## config.mk

```make
export PLATFORM = sky130hd
export DESIGN_NAME = rpn_stack_evaluator
export DESIGN_NICKNAME = d
export VERILOG_FILES = /design/src/rtl/rpn_pkg.sv /design/src/rtl/rpn_div.sv /design/src/rtl/rpn_dpath.sv /design/src/rtl/rpn_ctrl.sv /design/src/rtl/rpn_stack_evaluator.sv
export SDC_FILE = /design/constraint.sdc
export NUM_CORES = 2
export LEC_CHECK = 0
export BUFFER_PORTS_ARGS = -buffer_cell sky130_fd_sc_hd__buf_2
export CORE_ASPECT_RATIO = 0.7
export CORE_MARGIN = 4
export CORE_UTILIZATION = 60
export DETAILED_ROUTE_END_ITERATION = 10
export PLACE_DENSITY = 0.8
export SYNTH_ARGS = -nofsm -noshare
export SYNTH_HDL_FRONTEND = slang
export SYNTH_SLANG_ARGS = --single-unit
```

## constraint.sdc

```tcl
create_clock -name clk -period 15.3 [get_ports clk]
set_input_delay 1.53 -clock clk [delete_from_list [all_inputs] [get_ports clk]]
set_output_delay 1.53 -clock clk [all_outputs]
set_load 0.05 [all_outputs]
```

## src/rtl/rpn_pkg.sv

```systemverilog
// ----------------------------------------------------------------------------
// RPN evaluator package
// Token kinds, status codes, controller states and the command/status
// structs shared by the controller and the datapath.
// ----------------------------------------------------------------------------
package rpn_pkg;

  // Default stack depth
  localparam int STACK_DEPTH_DEF = 16;

  // Data word width
  localparam int WORD_W = 32;

  // Input digit width
  localparam int DIGIT_W = 5;

  // Token kinds; code seven has no meaning and is handled as a bad token
  typedef enum logic [2:0] {
    K_NUM  = 3'd0,
    K_ADD  = 3'd1,
    K_SUB  = 3'd2,
    K_MUL  = 3'd3,
    K_DIV  = 3'd4,
    K_END  = 3'd5,
    K_BAD  = 3'd6
  } kind_t;

  // Result status codes
  typedef enum logic [2:0] {
    S_OK       = 3'd0,
    S_UNDER    = 3'd1,
    S_BADTOK   = 3'd2,
    S_LEFTOVER = 3'd3,
    S_DIVZERO  = 3'd4,
    S_OVER     = 3'd5
  } status_t;

  // Controller states
  typedef enum logic [1:0] {
    ST_IDLE,
    ST_FETCH,
    ST_DIV,
    ST_END_WAIT
  } state_t;

  // Commands from controller to datapath
  typedef struct packed {
    logic    push;
    logic    alu_wr;
    logic    div_start;
    logic    div_wr;
    logic    err_set;
    status_t err_code;
    logic    out_load;
    kind_t   op;
  } dp_cmd_t;

  // Status from datapath to controller
  typedef struct packed {
    logic count_lt2;
    logic full;
    logic top_zero;
    logic err_pending;
    logic out_free;
    logic div_done;
  } dp_stat_t;

endpackage

```

## src/rtl/rpn_div.sv

```systemverilog
// ----------------------------------------------------------------------------
// RPN signed divider
// Restoring divider on magnitudes, one quotient bit per cycle, signed
// quotient truncated toward zero and wrapped to 32 bits.
// ----------------------------------------------------------------------------
module rpn_div (
  input  logic                      clk,
  input  logic                      rst,
  input  logic                      start,
  input  logic [rpn_pkg::WORD_W-1:0] num,
  input  logic [rpn_pkg::WORD_W-1:0] den,
  output logic                      done,
  output logic [rpn_pkg::WORD_W-1:0] quotient
);
  import rpn_pkg::*;

  localparam int CNT_W = $clog2(WORD_W);

  logic              busy;
  logic [CNT_W-1:0]  cnt;
  logic              neg;
  logic [WORD_W-1:0] ud;
  logic [WORD_W-1:0] rem;
  logic [WORD_W-1:0] quo;
  logic [WORD_W:0]   shifted;
  logic              ge;

  // Trial subtraction of one step
  assign shifted = {rem, quo[WORD_W-1]};
  assign ge      = shifted >= {1'b0, ud};

  // Control: busy for WORD_W steps, then a done pulse
  always_ff @(posedge clk) begin
    if (rst) begin
      busy <= 1'b0;
      done <= 1'b0;
      cnt  <= '0;
    end else begin
      done <= 1'b0;
      if (start) begin
        busy <= 1'b1;
        cnt  <= '0;
      end else if (busy) begin
        cnt <= cnt + 1'b1;
        if (cnt == CNT_W'(WORD_W - 1)) begin
          busy <= 1'b0;
          done <= 1'b1;
        end
      end
    end
  end

  // Operand magnitudes and shift register
  always_ff @(posedge clk) begin
    if (start) begin
      neg <= num[WORD_W-1] ^ den[WORD_W-1];
      ud  <= den[WORD_W-1] ? (~den + 1'b1) : den;
      quo <= num[WORD_W-1] ? (~num + 1'b1) : num;
      rem <= '0;
    end else if (busy) begin
      rem <= ge ? WORD_W'(shifted - {1'b0, ud}) : shifted[WORD_W-1:0];
      quo <= {quo[WORD_W-2:0], ge};
    end
  end

  // Sign fix
  assign quotient = neg ? (~quo + 1'b1) : quo;

endmodule

```

## src/rtl/rpn_dpath.sv

```systemverilog
// ----------------------------------------------------------------------------
// RPN datapath
// Operand stack (top in a register, the rest in a memory), count, sticky
// error, add/subtract/multiply unit, divider and the result register.
// ----------------------------------------------------------------------------
module rpn_dpath #(
  parameter int STACK_DEPTH = rpn_pkg::STACK_DEPTH_DEF
) (
  input  logic                        clk,
  input  logic                        rst,
  input  rpn_pkg::dp_cmd_t            cmd,
  output rpn_pkg::dp_stat_t           stat,
  input  logic [rpn_pkg::DIGIT_W-1:0] digit,
  output logic                        m_tvalid,
  input  logic                        m_tready,
  output logic [rpn_pkg::WORD_W-1:0]  m_tdata,
  output logic [2:0]                  m_tuser
);
  import rpn_pkg::*;

  localparam int AW = (STACK_DEPTH > 1) ? $clog2(STACK_DEPTH) : 1;
  localparam int CW = $clog2(STACK_DEPTH + 1);

  logic [WORD_W-1:0] mem [STACK_DEPTH];
  logic [WORD_W-1:0] rd_q;
  logic [WORD_W-1:0] top;
  logic [CW-1:0]     count;
  status_t           err;
  logic [CW-1:0]     wr_ptr;
  logic [CW-1:0]     rd_ptr;
  logic [WORD_W-1:0] alu_r;
  logic              div_done;
  logic [WORD_W-1:0] div_q;
  status_t           res_status;
  logic [WORD_W-1:0] res_answer;

  // A push writes the old top at count-1; the second operand is read from count-2
  assign wr_ptr = count - 1'b1;
  assign rd_ptr = count - CW'(2);

  // Stack memory below the top entry
  always_ff @(posedge clk) begin
    if (cmd.push && count != '0) begin
      mem[wr_ptr[AW-1:0]] <= top;
    end
  end

  always_ff @(posedge clk) begin
    rd_q <= mem[rd_ptr[AW-1:0]];
  end

  // Add, subtract, multiply on second (memory) and top
  always_comb begin
    case (cmd.op)
      K_ADD:   alu_r = rd_q + top;
      K_SUB:   alu_r = rd_q - top;
      K_MUL:   alu_r = rd_q * top;
      default: alu_r = rd_q + top;
    endcase
  end

  rpn_div u_div (
    .clk      (clk),
    .rst      (rst),
    .start    (cmd.div_start),
    .num      (rd_q),
    .den      (top),
    .done     (div_done),
    .quotient (div_q)
  );

  // Top register
  always_ff @(posedge clk) begin
    if (cmd.push) begin
      top <= {{(WORD_W - DIGIT_W){digit[DIGIT_W-1]}}, digit};
    end else if (cmd.alu_wr) begin
      top <= alu_r;
    end else if (cmd.div_wr) begin
      top <= div_q;
    end
  end

  // Count and sticky error
  always_ff @(posedge clk) begin
    if (rst) begin
      count <= '0;
      err   <= S_OK;
    end else begin
      if (cmd.out_load) begin
        count <= '0;
        err   <= S_OK;
      end else begin
        if (cmd.push) begin
          count <= count + 1'b1;
        end else if (cmd.alu_wr || cmd.div_wr) begin
          count <= count - 1'b1;
        end
        if (cmd.err_set) begin
          err <= cmd.err_code;
        end
      end
    end
  end

  // End-of-expression result
  always_comb begin
    res_answer = '0;
    if (err != S_OK) begin
      res_status = err;
    end else if (count == '0) begin
      res_status = S_UNDER;
    end else if (count != CW'(1)) begin
      res_status = S_LEFTOVER;
    end else begin
      res_status = S_OK;
      res_answer = top;
    end
  end

  // Result register
  always_ff @(posedge clk) begin
    if (rst) begin
      m_tvalid <= 1'b0;
    end else if (cmd.out_load) begin
      m_tvalid <= 1'b1;
    end else if (m_tready) begin
      m_tvalid <= 1'b0;
    end
  end

  always_ff @(posedge clk) begin
    if (cmd.out_load) begin
      m_tdata <= res_answer;
      m_tuser <= res_status;
    end
  end

  // Status to the controller
  assign stat.count_lt2   = count < CW'(2);
  assign stat.full        = count == CW'(STACK_DEPTH);
  assign stat.top_zero    = top == '0;
  assign stat.err_pending = err != S_OK;
  assign stat.out_free    = !m_tvalid || m_tready;
  assign stat.div_done    = div_done;

endmodule

```

## src/rtl/rpn_ctrl.sv

```systemverilog
// ----------------------------------------------------------------------------
// RPN controller
// Decodes each token request, checks error conditions and sequences the
// datapath through operand fetch, divide and result output.
// ----------------------------------------------------------------------------
module rpn_ctrl (
  input  logic                        clk,
  input  logic                        rst,
  input  logic                        s_tvalid,
  output logic                        s_tready,
  input  logic [2:0]                  kind,
  input  logic [rpn_pkg::DIGIT_W-1:0] digit,
  input  rpn_pkg::dp_stat_t           stat,
  output rpn_pkg::dp_cmd_t            cmd
);
  import rpn_pkg::*;

  state_t state;
  state_t state_next;
  kind_t  op;
  logic   accept;
  logic   digit_ok;

  assign accept   = s_tvalid && (state == ST_IDLE);
  assign digit_ok = ($signed(digit) >= -5'sd9) && ($signed(digit) <= 5'sd9);

  // State and latched operator
  always_ff @(posedge clk) begin
    if (rst) begin
      state <= ST_IDLE;
      op    <= K_ADD;
    end else begin
      state <= state_next;
      if (accept) begin
        op <= kind_t'(kind);
      end
    end
  end

  // Next state
  always_comb begin
    state_next = state;
    case (state)
      ST_IDLE: begin
        if (accept) begin
          if (kind == K_END) begin
            if (!stat.out_free) state_next = ST_END_WAIT;
          end else if (!stat.err_pending) begin
            if ((kind == K_ADD || kind == K_SUB || kind == K_MUL) && !stat.count_lt2) begin
              state_next = ST_FETCH;
            end else if (kind == K_DIV && !stat.count_lt2 && !stat.top_zero) begin
              state_next = ST_FETCH;
            end
          end
        end
      end
      ST_FETCH: begin
        state_next = (op == K_DIV) ? ST_DIV : ST_IDLE;
      end
      ST_DIV: begin
        if (stat.div_done) state_next = ST_IDLE;
      end
      ST_END_WAIT: begin
        if (stat.out_free) state_next = ST_IDLE;
      end
      default: state_next = ST_IDLE;
    endcase
  end

  // Outputs
  always_comb begin
    cmd          = '0;
    cmd.err_code = S_OK;
    cmd.op       = op;
    s_tready     = (state == ST_IDLE);
    case (state)
      ST_IDLE: begin
        if (accept) begin
          if (kind == K_END) begin
            cmd.out_load = stat.out_free;
          end else if (!stat.err_pending) begin
            case (kind)
              K_NUM: begin
                if (!digit_ok) begin
                  cmd.err_set  = 1'b1;
                  cmd.err_code = S_BADTOK;
                end else if (stat.full) begin
                  cmd.err_set  = 1'b1;
                  cmd.err_code = S_OVER;
                end else begin
                  cmd.push = 1'b1;
                end
              end
              K_ADD, K_SUB, K_MUL: begin
                if (stat.count_lt2) begin
                  cmd.err_set  = 1'b1;
                  cmd.err_code = S_UNDER;
                end
              end
              K_DIV: begin
                if (stat.count_lt2) begin
                  cmd.err_set  = 1'b1;
                  cmd.err_code = S_UNDER;
                end else if (stat.top_zero) begin
                  cmd.err_set  = 1'b1;
                  cmd.err_code = S_DIVZERO;
                end
              end
              default: begin
                cmd.err_set  = 1'b1;
                cmd.err_code = S_BADTOK;
              end
            endcase
          end
        end
      end
      ST_FETCH: begin
        if (op == K_DIV) cmd.div_start = 1'b1;
        else             cmd.alu_wr    = 1'b1;
      end
      ST_DIV: begin
        cmd.div_wr = stat.div_done;
      end
      ST_END_WAIT: begin
        cmd.out_load = stat.out_free;
      end
      default: begin
        cmd.op = op;
      end
    endcase
  end

endmodule

```

## src/rtl/rpn_stack_evaluator.sv

```systemverilog
// ----------------------------------------------------------------------------
// RPN stack evaluator
// Evaluates a reverse Polish expression one token request at a time and
// returns one result request per end token.
//
//   Channel  Dir  tdata (low bit up)         tuser (low bit up)
//   s_*      in   digit_value[4:0], 0 pad    kind[2:0]
//   m_*      out  answer[31:0]               status[2:0]
//
// A number, error or ignored token is handled in the idle state alone; add,
// subtract and multiply go through a stack memory read, then execute; divide
// goes through the read, then the one-bit-per-cycle divider. An end token waits
// only while a previous result still waits in the output register.
// Reset clears the count and error; the stack memory is not cleared.
// ----------------------------------------------------------------------------
module rpn_stack_evaluator #(
  parameter int STACK_DEPTH = rpn_pkg::STACK_DEPTH_DEF
) (
  input  logic                       clk,
  input  logic                       rst,
  input  logic                       s_tvalid,
  output logic                       s_tready,
  input  logic [7:0]                 s_tdata,   // digit_value[4:0], zero pad
  input  logic [2:0]                 s_tuser,   // kind[2:0]
  output logic                       m_tvalid,
  input  logic                       m_tready,
  output logic [rpn_pkg::WORD_W-1:0] m_tdata,   // answer[31:0]
  output logic [2:0]                 m_tuser    // status[2:0]
);
  import rpn_pkg::*;

  dp_cmd_t  cmd;
  dp_stat_t stat;

  rpn_ctrl u_ctrl (
    .clk      (clk),
    .rst      (rst),
    .s_tvalid (s_tvalid),
    .s_tready (s_tready),
    .kind     (s_tuser),
    .digit    (s_tdata[DIGIT_W-1:0]),
    .stat     (stat),
    .cmd      (cmd)
  );

  rpn_dpath #(
    .STACK_DEPTH (STACK_DEPTH)
  ) u_dpath (
    .clk      (clk),
    .rst      (rst),
    .cmd      (cmd),
    .stat     (stat),
    .digit    (s_tdata[DIGIT_W-1:0]),
    .m_tvalid (m_tvalid),
    .m_tready (m_tready),
    .m_tdata  (m_tdata),
    .m_tuser  (m_tuser)
  );

endmodule

```

After elaboration in Yosys (flattened, before gate mapping)
Memories as Yosys holds them, arrays and structs flattened. A register that Yosys moved wholly into a read port is not among the register bits. Cells that the tools add are included.

Flip-flop bits (word level): 185. Bits in writable memories: 512. Input bits: 15. Output and inout port bits: 37. Memories kept: 1.

$add $sub $neg: 10. Multiply operators: 1. $lt $le $gt $ge: 4. Equality and inequality tests: 20. Muxes and demuxes: 56. Bitwise operators: 5. Reductions and logical operators: 29.

Memory list: u_dpath.mem (depth 16, bits a word 32, read ports 1, clocked after memory_dff 1, write ports 1, line rpn_dpath.sv:24) `logic [WORD_W-1:0] mem [STACK_DEPTH];`.

Operators by type and width (number): two-way mux 32 bit (8); adder 32 x 1 -> 32 bit (second input constant) (3); inverter 32 bit (3); one-hot mux 32 bit (2 select lines) (1); subtractor 32 bit (2); >= comparator 33 x 32 -> 1 bit (1); adder 32 bit (1); zero test 32 bit (1); multiplier 32 x 32 -> 32 bit (1); two-way mux 4 bit (8); two-way mux 31 bit (1); two-way mux 2 bit (11); two-way mux 1 bit (19); two-way mux 5 bit (3); == test 3 x 2 -> 1 bit (second input constant) (4); one-hot mux 4 bit (3 select lines) (1); adder 5 x 1 -> 5 bit (second input constant) (2); == test 5 bit (second input constant) (2); == test 3 bit (second input constant) (3); OR reduction 3 bit (3); one-hot mux 2 bit (4 select lines) (1); logical AND 1 bit (6); two-way mux 3 bit (2); inequality test 2 x 1 -> 1 bit (second input constant) (3); other kinds (24) (35).

Logic depth before layout (Yosys ltp)
Depth after elaboration: 11. Gate-level depth with buffers: 28. Gate-level depth less buffers: 25.

Cells and area by module
From an unflattened synthesis, not the netlist that was laid out.

Cell total of the unflattened synthesis: 4128. Area total of the unflattened synthesis: 49931.6 um^2.

By module, submodules not included: rpn_dpath (times used 1, cells an instance 3153, area an instance 41561.1 um^2); rpn_div (times used 1, cells an instance 905, area an instance 7830.0 um^2); rpn_ctrl (times used 1, cells an instance 70, area an instance 540.5 um^2).

Worst setup path after synthesis
Ideal clock, no wire load.

Path type: register to register. From: register u_dpath.top[6]. To: register u_dpath.top[25], data pin. Setup time: 268 ps. Arrival: 7001 ps. Slack: 8031 ps. Stages on the path, launching flop included: 25. Period minus slack after synthesis: 7269 ps. Cell sequence: edfxtp_1 -> clkbuf_1 -> clkbuf_1 -> and2_1 -> fa_1 -> fa_1 -> fa_1 -> inv_1 -> fa_1 -> inv_1 -> fa_1 -> inv_1 -> fa_1 -> inv_1 -> fa_1 -> fa_1 -> ha_1 -> nand2_1 -> or3_1 -> o221ai_1 -> a31oi_1 -> o221ai_1 -> xnor2_1 -> a21oi_1 -> o21ai_0.

Cells in the longest elaborated chain, start to end: 4. Elaborated cells on any way between the ends: 6.

Ends and longest elaborated chain: start, declared (line rpn_dpath.sv:26) `logic [WORD_W-1:0] top;`; start signal, assigned (line rpn_dpath.sv:75) `top <= {{(WORD_W - DIGIT_W){digit[DIGIT_W-1]}}, digit};`; start signal, assigned (line rpn_dpath.sv:77) `top <= alu_r;`; start signal, assigned (line rpn_dpath.sv:79) `top <= div_q;`; multiplier 32 x 32 -> 32 bit (tied with other cells) (line rpn_dpath.sv:57) `K_MUL: alu_r = rd_q * top;`; one-hot mux 32 bit (2 select lines) * (line rpn_dpath.sv:54) `case (cmd.op)`; two-way mux 32 bit * (line rpn_dpath.sv:76) `end else if (cmd.alu_wr) begin`; two-way mux 32 bit * (line rpn_dpath.sv:74) `if (cmd.push) begin`.

Mark *: on every way between the ends. The rest lies on a longest branch, timed or not. A chain may end at the register's enable or synchronous reset.

Worst setup path in the final report
From: register u_dpath.top[6]. To: register u_dpath.top[31], data pin.

The elaborated chain is that of the path after synthesis.

==> results <==
- The flow ran to the end, and the final reports show no timing, DRC or antenna violations.
- Once the floorplan was initialized, standard cells occupied 61.03% of the core.
- The share of layout cells above drive strength 1 is 11.05%.
- The clock drives 729 sinks.
- The highest achievable clock rate is 123.6 MHz.
- The cell with the biggest individual delay on the critical path is sky130_fd_sc_hd__o221ai_1.
- The required time at the worst-slack endpoint is 15.67 ns.
- The number of buffers inserted by post-CTS setup repair is 0.
- The die outline area is 0.08722 mm2.
- The number of buffers added by the clock tree synthesis step is 70.
- sky130_fd_sc_hd__edfxtp_1 is the most common cell in the netlist.
- The total routing resource utilization after global routing is 30.70%.
- The area added between synthesis and finish is 7.673%.
- The congestion estimate from routability-driven global placement came to 0.9416.
- The share of the cycle needed by the critical path after routing is 52.88%.
- The clock tree from TritonCTS is done.
- After floorplanning, the core was sized to cover 0.08110 mm2.
- The die is 351.3 um wide.
- In this run the top signal layer used is met4.
- Along the worst hold path, the cell count comes to 2.
- Each instance of the synthesized netlist takes up on average 12.05 um2.
- The count of flip-flops with a built-in enable after synthesis is 644.
- In this run the tightest slew margin relative to its limit is 12.43%.
- The clock tree root driver cell is sky130_fd_sc_hd__clkbuf_16.
- The row count is 87.
- Setup repair after global routing left no endpoint under its margin.
- STA classifies the critical path startpoint as a register.
- The total overflow left after global routing is 0.
- The hold violation total from the final report came to 0.
- STA classifies the critical path endpoint as a register.
- The wire length on met1 is 51220 um.
- Clock-pin slew was measured on the worst setup and hold paths at 0.06 ns.
- The sequential cell area fraction in the yosys report is 42.51%.
- sky130_fd_sc_hd__edfxtp_1 takes more of the synthesized area than any other cell.
- For this run, design rule violations remaining after detail routing come to 0.
- The number of gates resized after CTS is 0.
- After detailed routing, the number of vias per cell comes to 6.376.
- Yosys printed 0 warnings.
- After detailed routing, the met3 layer carries 16950 um of wire.
- The most instantiated flip-flop cell in the synthesis netlist is sky130_fd_sc_hd__edfxtp_1.
- The number of placed I/O pins is 52.
- The via count of the routed design is 33220.
- The maximum clock insertion buffer count is 3.
- The maximum fanout along the worst path is 43.
- The wire length of the first global-routing pass is 200800 um.
- The worst endpoint data arrival time is 8.46 ns.
- Synthesis produced 4108 cells.
- By count the netlist is led by 644 x sky130_fd_sc_hd__edfxtp_1, 444 x sky130_fd_sc_hd__inv_1, 410 x sky130_fd_sc_hd__fa_1, 409 x sky130_fd_sc_hd__nand2_1, 356 x sky130_fd_sc_hd__and2_1.
- The internal reg-to-reg setup slack is 7.21 ns.
- Buffers inserted to repair hold after CTS numbered 0.
- The slew at the pin closest to its max-slew limit is 1.314 ns.
- The post-route cell area is 0.05329 mm2.
- Input and output buffers added on the ports amount to 48.
- The kind of path behind the tightest hold check is reg2reg.
- In the final routed layout, each cell accounts on average for 25.12 um.
- The delay contributed by the slowest stage of the critical path is 0.56 ns.
- The number of nets in the synthesized netlist is 4738.
- The largest net degree at the start of global routing is 102.
- The number of nets in the layout is 4709.
- The final-report max-slew violation count is 0.
- The via count of the first global-routing pass is 33160.
- The most numerous cell type found on the critical path is sky130_fd_sc_hd__fa_1.
- After the first detailed-routing iteration, the DRC count stood at 4480.
- The number of cells on the worst reg-to-reg path is 23.
- The vertical extent of the die is 248.3 um.
- The total of fill cells in the finished design is 5727.
- The HPWL after detailed placement is 85180 um.
- The area of the mapped netlist is 0.04949 mm2.
- Walking the worst path, the cells encountered are buf_4 > and2_1 > fa_1 > fa_1 > fa_1 > inv_1 > fa_1 > inv_1 > fa_1 > inv_1 > fa_1 > inv_1 > fa_1 > fa_1 > ha_1 > nand2_1 > or3_1 > o221ai_1 > a21oi_1 > a21oi_1 > xnor2_1 > a21oi_1 > a21o_1.
- The final critical path time including I/O delays and setup is 8.091 ns.
- The clock arrives with 0.03180 ns of skew.
- By area the synthesized netlist is led by sky130_fd_sc_hd__edfxtp_1 39%, sky130_fd_sc_hd__fa_1 17%, sky130_fd_sc_hd__mux4_2 7.3%, sky130_fd_sc_hd__ha_1 5.2%, sky130_fd_sc_hd__and2_1 4.5%.
- The number of nets with antenna violations after routing is 0.
- The async set-reset flop share out of synthesis is 0%.
- The number of synthesized register bits is 729.
- The worst setup path is of the reg2reg kind.
- Adding up every negative setup slack in the final design gives 0 ns.
- The number of optimization iterations in the first detailed-route pass is 7.
- The final count of negative-setup-slack endpoints is 0.
- The later-pin clock latency in the skew report is 0.64 ns.
- The netlist uses 76 different library cells.
- Detailed routing placed a total of 57800 um of wire on met2.
- The number of antenna violations at the first check in global routing came to 4.
- The proportion of netlist area held by the largest area contributor is 39.08%.
- The placed cell area is 0.05096 mm2.
- The number of levels in the clock H-tree is 3.
- The final layout contains routed wiring with a total length of 130900 um.
- Across the run, the number of max-cap violations was 0.
[worst max-delay path, delay by kind of cell (launching register included)]
kind,cells,cell delay (ns)
buf+inv,5,0.71
flops,1,0.53
simple gates,3,0.75
xor+xnor,1,0.19
fa+ha+maj,9,4.23
compound gates,5,1.32
[path summary, 6_finish.rpt]
kind                                       endpoint                              start
setup / recovery          u_dpath.top[31]$_DFFE_PP_           u_dpath.top[6]$_DFFE_PP_
hold / removal    u_dpath.u_div.rem[0]$_SDFFE_PP0P_  u_dpath.u_div.rem[0]$_SDFFE_PP0P_
setup reg to reg          u_dpath.top[31]$_DFFE_PP_           u_dpath.top[6]$_DFFE_PP_
hold reg to reg   u_dpath.u_div.rem[0]$_SDFFE_PP0P_  u_dpath.u_div.rem[0]$_SDFFE_PP0P_
[layout by cell type (no fill, tap or decap), types with 25 or more instances in the layout]
| master | synthesis | routed |
|---|---|---|
| sky130_fd_sc_hd__buf_4 | 0 | 90 |
| sky130_fd_sc_hd__a21oi_1 | 112 | 112 |
| sky130_fd_sc_hd__clkbuf_16 | 0 | 74 |
| sky130_fd_sc_hd__a31oi_1 | 25 | 25 |
| sky130_fd_sc_hd__mux4_2 | 160 | 160 |
| sky130_fd_sc_hd__o31ai_1 | 43 | 43 |
| sky130_fd_sc_hd__buf_2 | 4 | 48 |
| sky130_fd_sc_hd__o21ai_0 | 155 | 155 |
| sky130_fd_sc_hd__xnor2_1 | 133 | 133 |
| sky130_fd_sc_hd__a211oi_1 | 29 | 29 |
| sky130_fd_sc_hd__o21a_1 | 29 | 29 |
| sky130_fd_sc_hd__xor2_1 | 118 | 117 |
| sky130_fd_sc_hd__inv_1 | 444 | 444 |
| sky130_fd_sc_hd__a21o_1 | 36 | 36 |
| sky130_fd_sc_hd__dfxtp_1 | 85 | 82 |
| sky130_fd_sc_hd__and2_1 | 356 | 344 |
| sky130_fd_sc_hd__nor2_1 | 126 | 123 |
| sky130_fd_sc_hd__ha_1 | 205 | 204 |
| sky130_fd_sc_hd__fa_1 | 410 | 410 |
| sky130_fd_sc_hd__edfxtp_1 | 644 | 644 |
| sky130_fd_sc_hd__nand3_1 | 36 | 36 |
| sky130_fd_sc_hd__nor3_1 | 28 | 26 |
| sky130_fd_sc_hd__nand2_1 | 409 | 408 |
[final cells by class]
class	count	area [um2]	share of cell area, %
Sequential cell	729	21050	39.50
Multi-Input combinational cell	2692	25960	48.72
Clock buffer	97	1988	3.731
Tap cell	1068	1336	2.508
Timing Repair Buffer	139	935.9	1.756
Antenna cell	6	15.01	0.02818
Inverter	447	1678	3.149
Clock inverter	33	325.3	0.6105
[kinds of logic after synthesis]
group / after synthesis / share of synthesized area [%]
multiplexers: 186 / 7.817
adder cells (fa/ha/maj): 615 / 21.77
flip-flops: 729 / 42.51
AND/OR/NAND/NOR: 1100 / 11.21
XOR/XNOR: 252 / 4.488
buffers and inverters: 687 / 5.236
AO/OA/AOI/OAI: 539 / 6.968
[sequential cells by signal (all words and copies together) (netlist names)]
register	count
u_dpath.u_div.cnt	5
u_ctrl.op	3
u_dpath.rd_q	32
u_dpath.u_div.rem	32
u_dpath.m_tdata	32
u_dpath.u_div.neg	1
u_dpath.err	3
u_dpath.mem	512
u_dpath.m_tuser	3
u_dpath.u_div.ud	32
u_dpath.u_div.done	1
u_dpath.count	5
u_dpath.u_div.busy	1
u_dpath.m_tvalid	1
u_dpath.top	32
u_dpath.u_div.quo	32
u_ctrl.state	2
[metal layers]
layer | global-route usage [%] | vias up
met5 | 0 | -
met4 | 10.68 | 0
met3 | 7.647 | 352
met2 | 46.17 | 2128
met1 | 44.21 | 16670
li1 | - | 14080
[stage by stage]
step	hold WS (ns)	utilization (%)	setup WS (ns)	std cells
floorplan	0.4554	-	8.031	4108
global placement	0.4719	62.84	7.489	5075
detailed placement	0.4788	62.84	7.419	5075
CTS	0.4929	65.69	7.356	5205
global route	0.5076	65.69	6.998	5205
finish	0.4907	65.71	7.209	5211
Power is not shown: default switching activity piles up to over one toggle a cycle in this logic, so the estimate is an artifact.
